File: src/design/spq_pkg.sv
// ----------------------------------------------------------------------------
// spq_pkg
// Shared types and constants for the stable priority queue.
// ----------------------------------------------------------------------------
package spq_pkg;

    localparam int ID_FIELD_W   = 16;
    localparam int TYPE_W       = 8;
    localparam int PRIO_FIELD_W = 16;
    localparam int STATUS_W     = 3;
    localparam int OCC_W        = 5;

    localparam logic ACT_INSERT = 1'b0;
    localparam logic ACT_REMOVE = 1'b1;

    localparam logic [STATUS_W-1:0] STAT_OK    = 3'd0;
    localparam logic [STATUS_W-1:0] STAT_EMPTY = 3'd1;
    localparam logic [STATUS_W-1:0] STAT_FULL  = 3'd2;
    localparam logic [STATUS_W-1:0] STAT_DUP   = 3'd3;
    localparam logic [STATUS_W-1:0] STAT_NULL  = 3'd4;

    typedef enum logic [1:0] {
        S_IDLE,
        S_CMP,
        S_EXEC
    } t_state;

    typedef enum logic [1:0] {
        OP_HOLD,
        OP_LOAD_NEW,
        OP_FROM_PREV,
        OP_FROM_NEXT
    } t_cell_op;

    typedef struct packed {
        logic     compare;
        t_cell_op op;
    } t_cell_ctl;

    typedef struct packed {
        logic gt;
        logic match;
    } t_cell_flags;

    typedef struct packed {
        logic                            action;
        logic [ID_FIELD_W-1:0]           item_id;
        logic [TYPE_W-1:0]               item_type;
        logic signed [PRIO_FIELD_W-1:0]  priority_req;
    } t_in_item;

    typedef struct packed {
        logic [STATUS_W-1:0]             status;
        logic [ID_FIELD_W-1:0]           out_item;
        logic [TYPE_W-1:0]               out_type;
        logic signed [PRIO_FIELD_W-1:0]  out_priority;
        logic [OCC_W-1:0]                occupancy;
    } t_out_item;

endpackage

File: src/design/spq_if.sv
// ----------------------------------------------------------------------------
// spq_if
// Valid/ready channels for request and response items.
// ----------------------------------------------------------------------------
interface spq_req_if;
    import spq_pkg::*;
    logic     valid;
    logic     ready;
    t_in_item payload;

    modport source (output valid, output payload, input ready);
    modport sink   (input valid, input payload, output ready);
endinterface

interface spq_rsp_if;
    import spq_pkg::*;
    logic      valid;
    logic      ready;
    t_out_item payload;

    modport source (output valid, output payload, input ready);
    modport sink   (input valid, input payload, output ready);
endinterface

File: src/design/spq_cell.sv
// ----------------------------------------------------------------------------
// spq_cell
// One slot of the sorted chain: holds an entry, compares it with the
// pending request and loads from a neighbour or the request.
// ----------------------------------------------------------------------------
module spq_cell
    import spq_pkg::*;
#(
    parameter int ID_W   = 16,
    parameter int PRIO_W = 16
) (
    input  logic                     i_clk,
    input  logic                     i_rst_n,
    input  t_cell_ctl                i_ctl,
    input  logic [ID_W-1:0]          i_new_id,
    input  logic [TYPE_W-1:0]        i_new_type,
    input  logic signed [PRIO_W-1:0] i_new_prio,
    input  logic                     i_prev_valid,
    input  logic [ID_W-1:0]          i_prev_id,
    input  logic [TYPE_W-1:0]        i_prev_type,
    input  logic signed [PRIO_W-1:0] i_prev_prio,
    input  logic                     i_next_valid,
    input  logic [ID_W-1:0]          i_next_id,
    input  logic [TYPE_W-1:0]        i_next_type,
    input  logic signed [PRIO_W-1:0] i_next_prio,
    output logic                     o_valid,
    output logic [ID_W-1:0]          o_id,
    output logic [TYPE_W-1:0]        o_type,
    output logic signed [PRIO_W-1:0] o_prio,
    output t_cell_flags              o_flags
);

    logic                     r_valid, n_valid;
    logic [ID_W-1:0]          r_id, n_id;
    logic [TYPE_W-1:0]        r_type, n_type;
    logic signed [PRIO_W-1:0] r_prio, n_prio;
    t_cell_flags              r_flags, n_flags;

    always_comb begin
        n_valid = r_valid;
        n_id    = r_id;
        n_type  = r_type;
        n_prio  = r_prio;
        case (i_ctl.op)
            OP_HOLD: begin
            end
            OP_LOAD_NEW: begin
                n_valid = 1'b1;
                n_id    = i_new_id;
                n_type  = i_new_type;
                n_prio  = i_new_prio;
            end
            OP_FROM_PREV: begin
                n_valid = i_prev_valid;
                n_id    = i_prev_id;
                n_type  = i_prev_type;
                n_prio  = i_prev_prio;
            end
            OP_FROM_NEXT: begin
                n_valid = i_next_valid;
                n_id    = i_next_id;
                n_type  = i_next_type;
                n_prio  = i_next_prio;
            end
            default: begin
            end
        endcase

        n_flags = r_flags;
        if (i_ctl.compare) begin
            n_flags.gt    = !r_valid || (r_prio > i_new_prio);
            n_flags.match = r_valid && (r_id == i_new_id);
        end
    end

    always_ff @(posedge i_clk) begin
        if (!i_rst_n) begin
            r_valid <= 1'b0;
        end else begin
            r_valid <= n_valid;
        end
    end

    always_ff @(posedge i_clk) begin
        r_id    <= n_id;
        r_type  <= n_type;
        r_prio  <= n_prio;
        r_flags <= n_flags;
    end

    assign o_valid = r_valid;
    assign o_id    = r_id;
    assign o_type  = r_type;
    assign o_prio  = r_prio;
    assign o_flags = r_flags;

endmodule

File: src/design/stable_priority_queue_unit.sv
// ----------------------------------------------------------------------------
// stable_priority_queue_unit
// Bounded priority queue in ascending priority order, FIFO among equals.
//
// i_req carries one operation per item: insert (id, type, signed priority)
// or remove of the head entry. o_rsp returns exactly one item per request
// with a status code, the removed entry (zero on insert or failure) and the
// occupancy after the operation.
// Entries sit in a chain of CAPACITY cells kept sorted. A request is
// registered, then every cell compares it with its own entry in the same
// cycle and stores the result, then the chain shifts one place (towards the
// tail for an insert, towards the head for a remove) and the response is
// registered. The unit passes from S_IDLE through S_CMP to S_EXEC; a new
// request is taken only in S_IDLE, once the shift step of the last one is
// done, so requests do not overlap in the cell chain.
// Reset clears the cell valid bits and the count: the queue starts empty.
// A stalled o_rsp holds its item; the next request is still accepted and
// waits at the shift step until the response register is free.
// ----------------------------------------------------------------------------
module stable_priority_queue_unit
    import spq_pkg::*;
#(
    parameter int CAPACITY  = 16,
    parameter int ID_BITS   = 16,
    parameter int PRIO_BITS = 16
) (
    input  logic          i_clk,
    input  logic          i_rst_n,
    spq_req_if.sink       i_req,
    spq_rsp_if.source     o_rsp
);

    localparam int ID_W   = (ID_BITS < ID_FIELD_W) ? ID_BITS : ID_FIELD_W;
    localparam int PRIO_W = (PRIO_BITS < PRIO_FIELD_W) ? PRIO_BITS : PRIO_FIELD_W;
    localparam int CNT_W  = $clog2(CAPACITY + 1);

    t_state                   r_state, n_state;
    t_in_item                 r_req;
    logic [CNT_W-1:0]         r_count, n_count;
    t_out_item                r_rsp, n_rsp;
    logic                     r_rsp_valid;

    logic [ID_W-1:0]          w_new_id;
    logic signed [PRIO_W-1:0] w_new_prio;

    logic [CAPACITY-1:0]      w_valid;
    logic [ID_W-1:0]          w_id   [CAPACITY];
    logic [TYPE_W-1:0]        w_type [CAPACITY];
    logic signed [PRIO_W-1:0] w_prio [CAPACITY];
    t_cell_flags              w_flags [CAPACITY];
    t_cell_ctl                w_ctl  [CAPACITY];
    logic [CAPACITY-1:0]      w_gt, w_gt_prev, w_match;

    logic w_go, w_null, w_dup, w_full, w_empty, w_do_ins, w_do_rem;
    logic [STATUS_W-1:0] w_status;

    assign w_new_id   = r_req.item_id[ID_W-1:0];
    assign w_new_prio = signed'(r_req.priority_req[PRIO_W-1:0]);

    genvar g;
    generate
        for (g = 0; g < CAPACITY; g++) begin : g_cell
            logic                     w_pv, w_nv;
            logic [ID_W-1:0]          w_pid, w_nid;
            logic [TYPE_W-1:0]        w_pty, w_nty;
            logic signed [PRIO_W-1:0] w_ppr, w_npr;

            if (g == 0) begin : g_head
                assign w_pv  = 1'b0;
                assign w_pid = '0;
                assign w_pty = '0;
                assign w_ppr = '0;
            end else begin : g_mid
                assign w_pv  = w_valid[g-1];
                assign w_pid = w_id[g-1];
                assign w_pty = w_type[g-1];
                assign w_ppr = w_prio[g-1];
            end

            if (g == CAPACITY - 1) begin : g_tail
                assign w_nv  = 1'b0;
                assign w_nid = '0;
                assign w_nty = '0;
                assign w_npr = '0;
            end else begin : g_body
                assign w_nv  = w_valid[g+1];
                assign w_nid = w_id[g+1];
                assign w_nty = w_type[g+1];
                assign w_npr = w_prio[g+1];
            end

            spq_cell #(
                .ID_W   (ID_W),
                .PRIO_W (PRIO_W)
            ) u_cell (
                .i_clk        (i_clk),
                .i_rst_n      (i_rst_n),
                .i_ctl        (w_ctl[g]),
                .i_new_id     (w_new_id),
                .i_new_type   (r_req.item_type),
                .i_new_prio   (w_new_prio),
                .i_prev_valid (w_pv),
                .i_prev_id    (w_pid),
                .i_prev_type  (w_pty),
                .i_prev_prio  (w_ppr),
                .i_next_valid (w_nv),
                .i_next_id    (w_nid),
                .i_next_type  (w_nty),
                .i_next_prio  (w_npr),
                .o_valid      (w_valid[g]),
                .o_id         (w_id[g]),
                .o_type       (w_type[g]),
                .o_prio       (w_prio[g]),
                .o_flags      (w_flags[g])
            );

            assign w_gt[g]    = w_flags[g].gt;
            assign w_match[g] = w_flags[g].match;
        end
    endgenerate

    assign w_gt_prev = {w_gt[CAPACITY-2:0], 1'b0};

    assign w_null  = (w_new_id == '0);
    assign w_dup   = |w_match;
    assign w_full  = (r_count == CNT_W'(CAPACITY));
    assign w_empty = (r_count == '0);
    assign w_go    = (r_state == S_EXEC) && (!r_rsp_valid || o_rsp.ready);

    always_comb begin
        w_do_ins = 1'b0;
        w_do_rem = 1'b0;
        if (r_req.action == ACT_INSERT) begin
            if (w_null) begin
                w_status = STAT_NULL;
            end else if (w_dup) begin
                w_status = STAT_DUP;
            end else if (w_full) begin
                w_status = STAT_FULL;
            end else begin
                w_status = STAT_OK;
                w_do_ins = 1'b1;
            end
        end else begin
            if (w_empty) begin
                w_status = STAT_EMPTY;
            end else begin
                w_status = STAT_OK;
                w_do_rem = 1'b1;
            end
        end
    end

    always_comb begin
        n_state       = r_state;
        i_req.ready   = 1'b0;
        for (int k = 0; k < CAPACITY; k++) begin
            w_ctl[k].compare = (r_state == S_CMP);
            w_ctl[k].op      = OP_HOLD;
            if (w_go && w_do_ins) begin
                if (w_gt[k] && w_gt_prev[k]) begin
                    w_ctl[k].op = OP_FROM_PREV;
                end else if (w_gt[k]) begin
                    w_ctl[k].op = OP_LOAD_NEW;
                end
            end else if (w_go && w_do_rem) begin
                w_ctl[k].op = OP_FROM_NEXT;
            end
        end
        case (r_state)
            S_IDLE: begin
                i_req.ready = 1'b1;
                if (i_req.valid) begin
                    n_state = S_CMP;
                end
            end
            S_CMP: begin
                n_state = S_EXEC;
            end
            S_EXEC: begin
                if (w_go) begin
                    n_state = S_IDLE;
                end
            end
            default: begin
                n_state = S_IDLE;
            end
        endcase
    end

    always_comb begin
        n_count = r_count;
        if (w_go && w_do_ins) begin
            n_count = r_count + CNT_W'(1);
        end else if (w_go && w_do_rem) begin
            n_count = r_count - CNT_W'(1);
        end

        n_rsp.status       = w_status;
        n_rsp.out_item     = w_do_rem ? ID_FIELD_W'(w_id[0]) : '0;
        n_rsp.out_type     = w_do_rem ? w_type[0] : '0;
        n_rsp.out_priority = w_do_rem ? PRIO_FIELD_W'(w_prio[0]) : '0;
        n_rsp.occupancy    = OCC_W'(n_count);
    end

    always_ff @(posedge i_clk) begin
        if (!i_rst_n) begin
            r_state     <= S_IDLE;
            r_count     <= '0;
            r_rsp_valid <= 1'b0;
        end else begin
            r_state <= n_state;
            r_count <= n_count;
            if (w_go) begin
                r_rsp_valid <= 1'b1;
            end else if (o_rsp.ready) begin
                r_rsp_valid <= 1'b0;
            end
        end
    end

    always_ff @(posedge i_clk) begin
        if (i_req.valid && i_req.ready) begin
            r_req <= i_req.payload;
        end
        if (w_go) begin
            r_rsp <= n_rsp;
        end
    end

    assign o_rsp.valid   = r_rsp_valid;
    assign o_rsp.payload = r_rsp;

    a_count_bound: assert property (@(posedge i_clk) disable iff (!i_rst_n)
        r_count <= CNT_W'(CAPACITY))
        else $error("count above capacity");

    a_valid_count: assert property (@(posedge i_clk) disable iff (!i_rst_n)
        $countones(w_valid) == int'(r_count))
        else $error("cell valid bits disagree with count");

    a_head_sorted: assert property (@(posedge i_clk) disable iff (!i_rst_n)
        w_valid[1] |-> (w_valid[0] && (w_prio[0] <= w_prio[1])))
        else $error("head entries out of order");

    a_rsp_loaded: assert property (@(posedge i_clk) disable iff (!i_rst_n)
        w_go |=> (r_rsp_valid && (r_state == S_IDLE)))
        else $error("response not registered after shift");

endmodule
File: src/flat_wrapper.sv
// flat-port wrapper written by rule: the top's interface ports become plain ports
module stable_priority_queue_unit_flat import spq_pkg::*;
#(
    parameter int CAPACITY  = 16,
    parameter int ID_BITS   = 16,
    parameter int PRIO_BITS = 16
)
  (i_clk, i_rst_n, i_req_valid, i_req_payload, i_req_ready, o_rsp_valid, o_rsp_payload, o_rsp_ready);
  spq_req_if i_req_i ();
  spq_rsp_if o_rsp_i ();
  input  logic i_clk;
  input  logic i_rst_n;
  input wire logic [$bits(i_req_i.valid)-1:0] i_req_valid;
  input wire logic [$bits(i_req_i.payload)-1:0] i_req_payload;
  output wire logic [$bits(i_req_i.ready)-1:0] i_req_ready;
  output wire logic [$bits(o_rsp_i.valid)-1:0] o_rsp_valid;
  output wire logic [$bits(o_rsp_i.payload)-1:0] o_rsp_payload;
  input wire logic [$bits(o_rsp_i.ready)-1:0] o_rsp_ready;
  assign i_req_i.valid = i_req_valid;
  assign i_req_i.payload = i_req_payload;
  assign i_req_ready = i_req_i.ready;
  assign o_rsp_valid = o_rsp_i.valid;
  assign o_rsp_payload = o_rsp_i.payload;
  assign o_rsp_i.ready = o_rsp_ready;
  stable_priority_queue_unit #(.CAPACITY(CAPACITY), .ID_BITS(ID_BITS), .PRIO_BITS(PRIO_BITS)) u_core (.i_clk(i_clk), .i_rst_n(i_rst_n), .i_req(i_req_i), .o_rsp(o_rsp_i));
endmodule
File: config.mk
export PLATFORM = sky130hd
export DESIGN_NAME = stable_priority_queue_unit_flat
export DESIGN_NICKNAME = d
export VERILOG_FILES = /design/src/design/spq_pkg.sv /design/src/design/spq_if.sv /design/src/design/spq_cell.sv /design/src/design/stable_priority_queue_unit.sv /design/src/flat_wrapper.sv
export SDC_FILE = /design/constraint.sdc
export NUM_CORES = 2
export LEC_CHECK = 0
export ABC_AREA = 1
export BUFFER_PORTS_ARGS = -buffer_cell sky130_fd_sc_hd__clkbuf_2
export CAP_MARGIN = 15
export CORE_ASPECT_RATIO = 2
export CORE_MARGIN = 4
export CORE_UTILIZATION = 27
export DETAILED_ROUTE_END_ITERATION = 12
export GPL_TIMING_DRIVEN = 1
export PLACE_DENSITY = 0.42
export SLEW_MARGIN = 20
export SYNTH_ARGS = -nofsm -noshare
export SYNTH_HDL_FRONTEND = slang
export SYNTH_SLANG_ARGS = --single-unit
File: constraint.sdc
create_clock -name i_clk -period 13.3 [get_ports i_clk]
set_input_delay 0.665 -clock i_clk [delete_from_list [all_inputs] [get_ports i_clk]]
set_output_delay 0.665 -clock i_clk [all_outputs]
set_load 0.1 [all_outputs]
==> summary.md <==
| Metric | Value |
|---|---|
| Drt wl/cell | 26.73 um |
| Cell taking the most area after synthesis | edfxtp_1 |
| Final WL | 198.8 mm |
| # resized after CTS | 0 |
| Worst-Skew Late Latency | 0.70 ns |
| Die X | 300.8 um |
| Worst hold path depth | 1 |
| Lkg Pwr | 20.01 nW |
| Pre-antenna DRT Iters | 5 |
| FP Rows | 214 |
| Max VDD drop | 0.08826 mV |
| Fin crit share | 40.78% |
| Fillers | 18310 |
| Commonest non-fill, non-tap cell in the layout | nand2_1 |
| Arrival time at the worst endpoint | 5.92 ns |
| Initial Util | 27.19% |
| Total CTS buffers | 81 |
| CP cell instances | inv_1 -> ha_1 -> nand3_1 -> nand2_2 -> nor2_4 -> buf_12 -> inv_8 -> buf_4 -> buf_12 -> nand2_1 -> buf_4 -> o22ai_1 |
| Layout cells sized above 1 | 8.050% |
| Max-Cap Viols | 0 |
| Seq cells post-synth | 785 |
| CP startpoint kind | flop |
| Setup violators final | 0 |
| Tmin final | 5.423 ns |
| R2R Setup Slk | 7.88 ns |
| DR vias | 39020 |
| Post-synth design cell area | 0.04630 sq mm |
| Critical path's slowest cell | buf_4 |
| First-pass GRT wire length | 283.5 mm |
| Syn Nets | 5462 |
| Worst EP required | 13.80 ns |
| Max Freq | 184.4 MHz |
| Final Hold Vio Count | 0 |
| Design area | 0.05164 sq mm |
| Kind of critical path | flop to flop |
| GRT Util Overall | 21.54% |
| Status | finished, final reports clean |
| Post-synth EDFFs | 761 |
| Post-synth top flop | edfxtp_1 |
| GRT Residual Overflow | 0 |
| H-tree depth | 3 |
| Clock buffer depth | 3 |
| CP delay by family, top | buffers and inverters |
| Placement Setup Slack | 7.928 ns |
| Slowest stage delay, CP | 0.76 ns |
| Area after DPL | 0.04886 sq mm |
| Post-CTS setup buffers | 0 |
| Skew final | 0.02439 ns |
| CP bufs+invs | 6 |
| DRC | 0 |
| First DRT Iteration DRCs | 2685 |
| Seq/Total Area, Yosys | 50.40% |
| RePlAce Congestion | 0.8718 |
| CTS Hold Buffers Added | 0 |
| Worst path depth | 12 |
| Via density | 5.247 |
| RSZ-0062 raised after global routing | false |
| Remaining antenna violation count | 0 |
| Worst Hold Class | primary input to flop |
| Clk sinks | 785 |
| Die height | 593.6 um |
| YS warnings | 0 |
| Final setup margin | 7.877 ns |
| Synth Instances | 5158 |
| Util after Layout | 30.32% |
| Die area | 0.1786 sq mm |
| Largest net degree at the start of global routing | 197 |
| Layout area overhead | 11.54% |
| Post-synth cell types | 50 |
| Port Buffer Count | 94 |
| Most frequent cells in the layout | nand2_1, nand3_1, edfxtp_1 |
| Relative slew slack | 18.78% |
| Crit path from | u_core.r_count[0] |
| FF-to-FF End | u_core.g_cell[15].u_cell.o_id[9] |
| Asr flop ratio synth | 0% |
| DPL Wire Length | 148.3 mm |
| FF-to-FF Start | u_core.r_count[0] |
| Largest cells by area after synthesis | edfxtp_1, nand2_1, nand3_1 |
| Max Slew Vio Count | 0 |
| Vias in the first global route | 40920 |
| Slew @ Worst Pin | 1.217 ns |
| Setup TNS | 0 ns |
| Core area | 0.1703 sq mm |
| Mean Syn Cell Area | 8.976 sq um |
| Top cell type's share of synthesized area | 49.36% |
| Reg clk slew, reported paths | 0.07 ns |
| Nets | 5406 |
| Depth of the worst register-to-register path | 12 |
| Ports | 95 |
| Dpl cells | 7287 |
| Initial antenna violation count | 2 |
| CTS Root Cell | clkbuf_16 |
| Post-Layout Cell Count | 7437 |
| Pwr dens | 111.9 mW/mm^2 |
| CTS tree | yes |
| CP Capture Type | flop |
| Critical Path End | u_core.g_cell[15].u_cell.o_id[9] |
| Worst-path maximum fanout | 196 |
==> worst min path at each step <==
stage,from,end,slack [ns]
global placement,u_core.r_state[1],u_core.r_state[0],0.49
detailed placement,u_core.r_state[1],u_core.r_state[0],0.50
finish,i_req_payload[5],u_core.w_new_prio[5],0.14
global route,i_req_payload[5],u_core.w_new_prio[5],0.12
CTS,i_req_payload[5],u_core.w_new_prio[5],0.09
floorplan,u_core.g_cell[3].u_cell.o_valid,u_core.g_cell[3].u_cell.o_flags[1],0.46
==> registers in the layout, summed over array words and instances (netlist names) <==
name,flops
u_core.g_cell.u_cell.o_type,128
u_core.r_state,2
u_core.o_rsp.valid,1
u_core.g_cell.u_cell.o_flags,32
u_core.g_cell.u_cell.o_valid,16
u_core.r_req,9
u_core.w_new_id,16
u_core.g_cell.u_cell.o_prio,256
u_core.o_rsp.payload,48
u_core.r_count,5
u_core.w_new_prio,16
u_core.g_cell.u_cell.o_id,256
==> routing by layer <==
layer	wire, um	track usage [%]
met5	0	0
met4	15810	14.61
met3	5989	1.790
met2	113600	43.71
met1	63380	19.75
==> cell type report <==
class,instances,area (sq um),area share [%]
diodes,1,2.502,0.004846
clock buffers,99,2115,4.095
clock inverters,50,645.6,1.250
inverters,405,1531,2.966
multi-input cells,3645,19990,38.71
flip-flops and latches,785,23330,45.18
well taps,2268,2838,5.495
repair buffers,184,1184,2.292
==> kinds of logic (layout without fill, tap and decap cells) <==
group	count (synthesis)	in the layout	share of synthesized area, %
adder cells (fa/ha/maj)	259	259	7.000
XOR/XNOR	78	78	1.476
AND/OR/NAND/NOR	2647	2647	25.13
buffers and inverters	728	738	6.608
other	0	1	0
flip-flops	785	785	50.40
AO/OA/AOI/OAI	661	661	9.389
==> stage by stage <==
step                total power, mW  hold WS (ns)
floorplan                     3.091        0.4598
global placement              3.283        0.4894
detailed placement            3.295        0.5040
CTS                           5.834       0.09279
global route                  5.944        0.1173
finish                        5.778        0.1420
==> cell usage after synthesis, drive strengths merged (44+ instances only) <==
| library cell | instances |
|---|---|
| a21oi | 142 |
| a221oi | 44 |
| buf | 178 |
| clkbuf | 145 |
| edfxtp | 761 |
| ha | 259 |
| inv | 400 |
| nand2 | 1540 |
| nand3 | 845 |
| nand4 | 45 |
| nor2 | 155 |
| o211ai | 183 |
| o21ai | 119 |
| o22ai | 139 |
| xor2 | 64 |
==> worst reg2reg max path, delay by kind of cell (launching register included) <==
kind / cells / cell delay, ns
compound gates: 1 / 0.20
fa+ha+maj: 1 / 0.19
buf+inv: 6 / 2.92
flops: 1 / 0.34
simple gates: 4 / 1.59
==> power by group <==
part | internal (mW) | switching [mW]
clock network | 1.39 | 1.15
registers | 2.73 | 0.0228
logic | 0.149 | 0.340
total | 4.26 | 1.52
(Power assumes the default switching activity.)
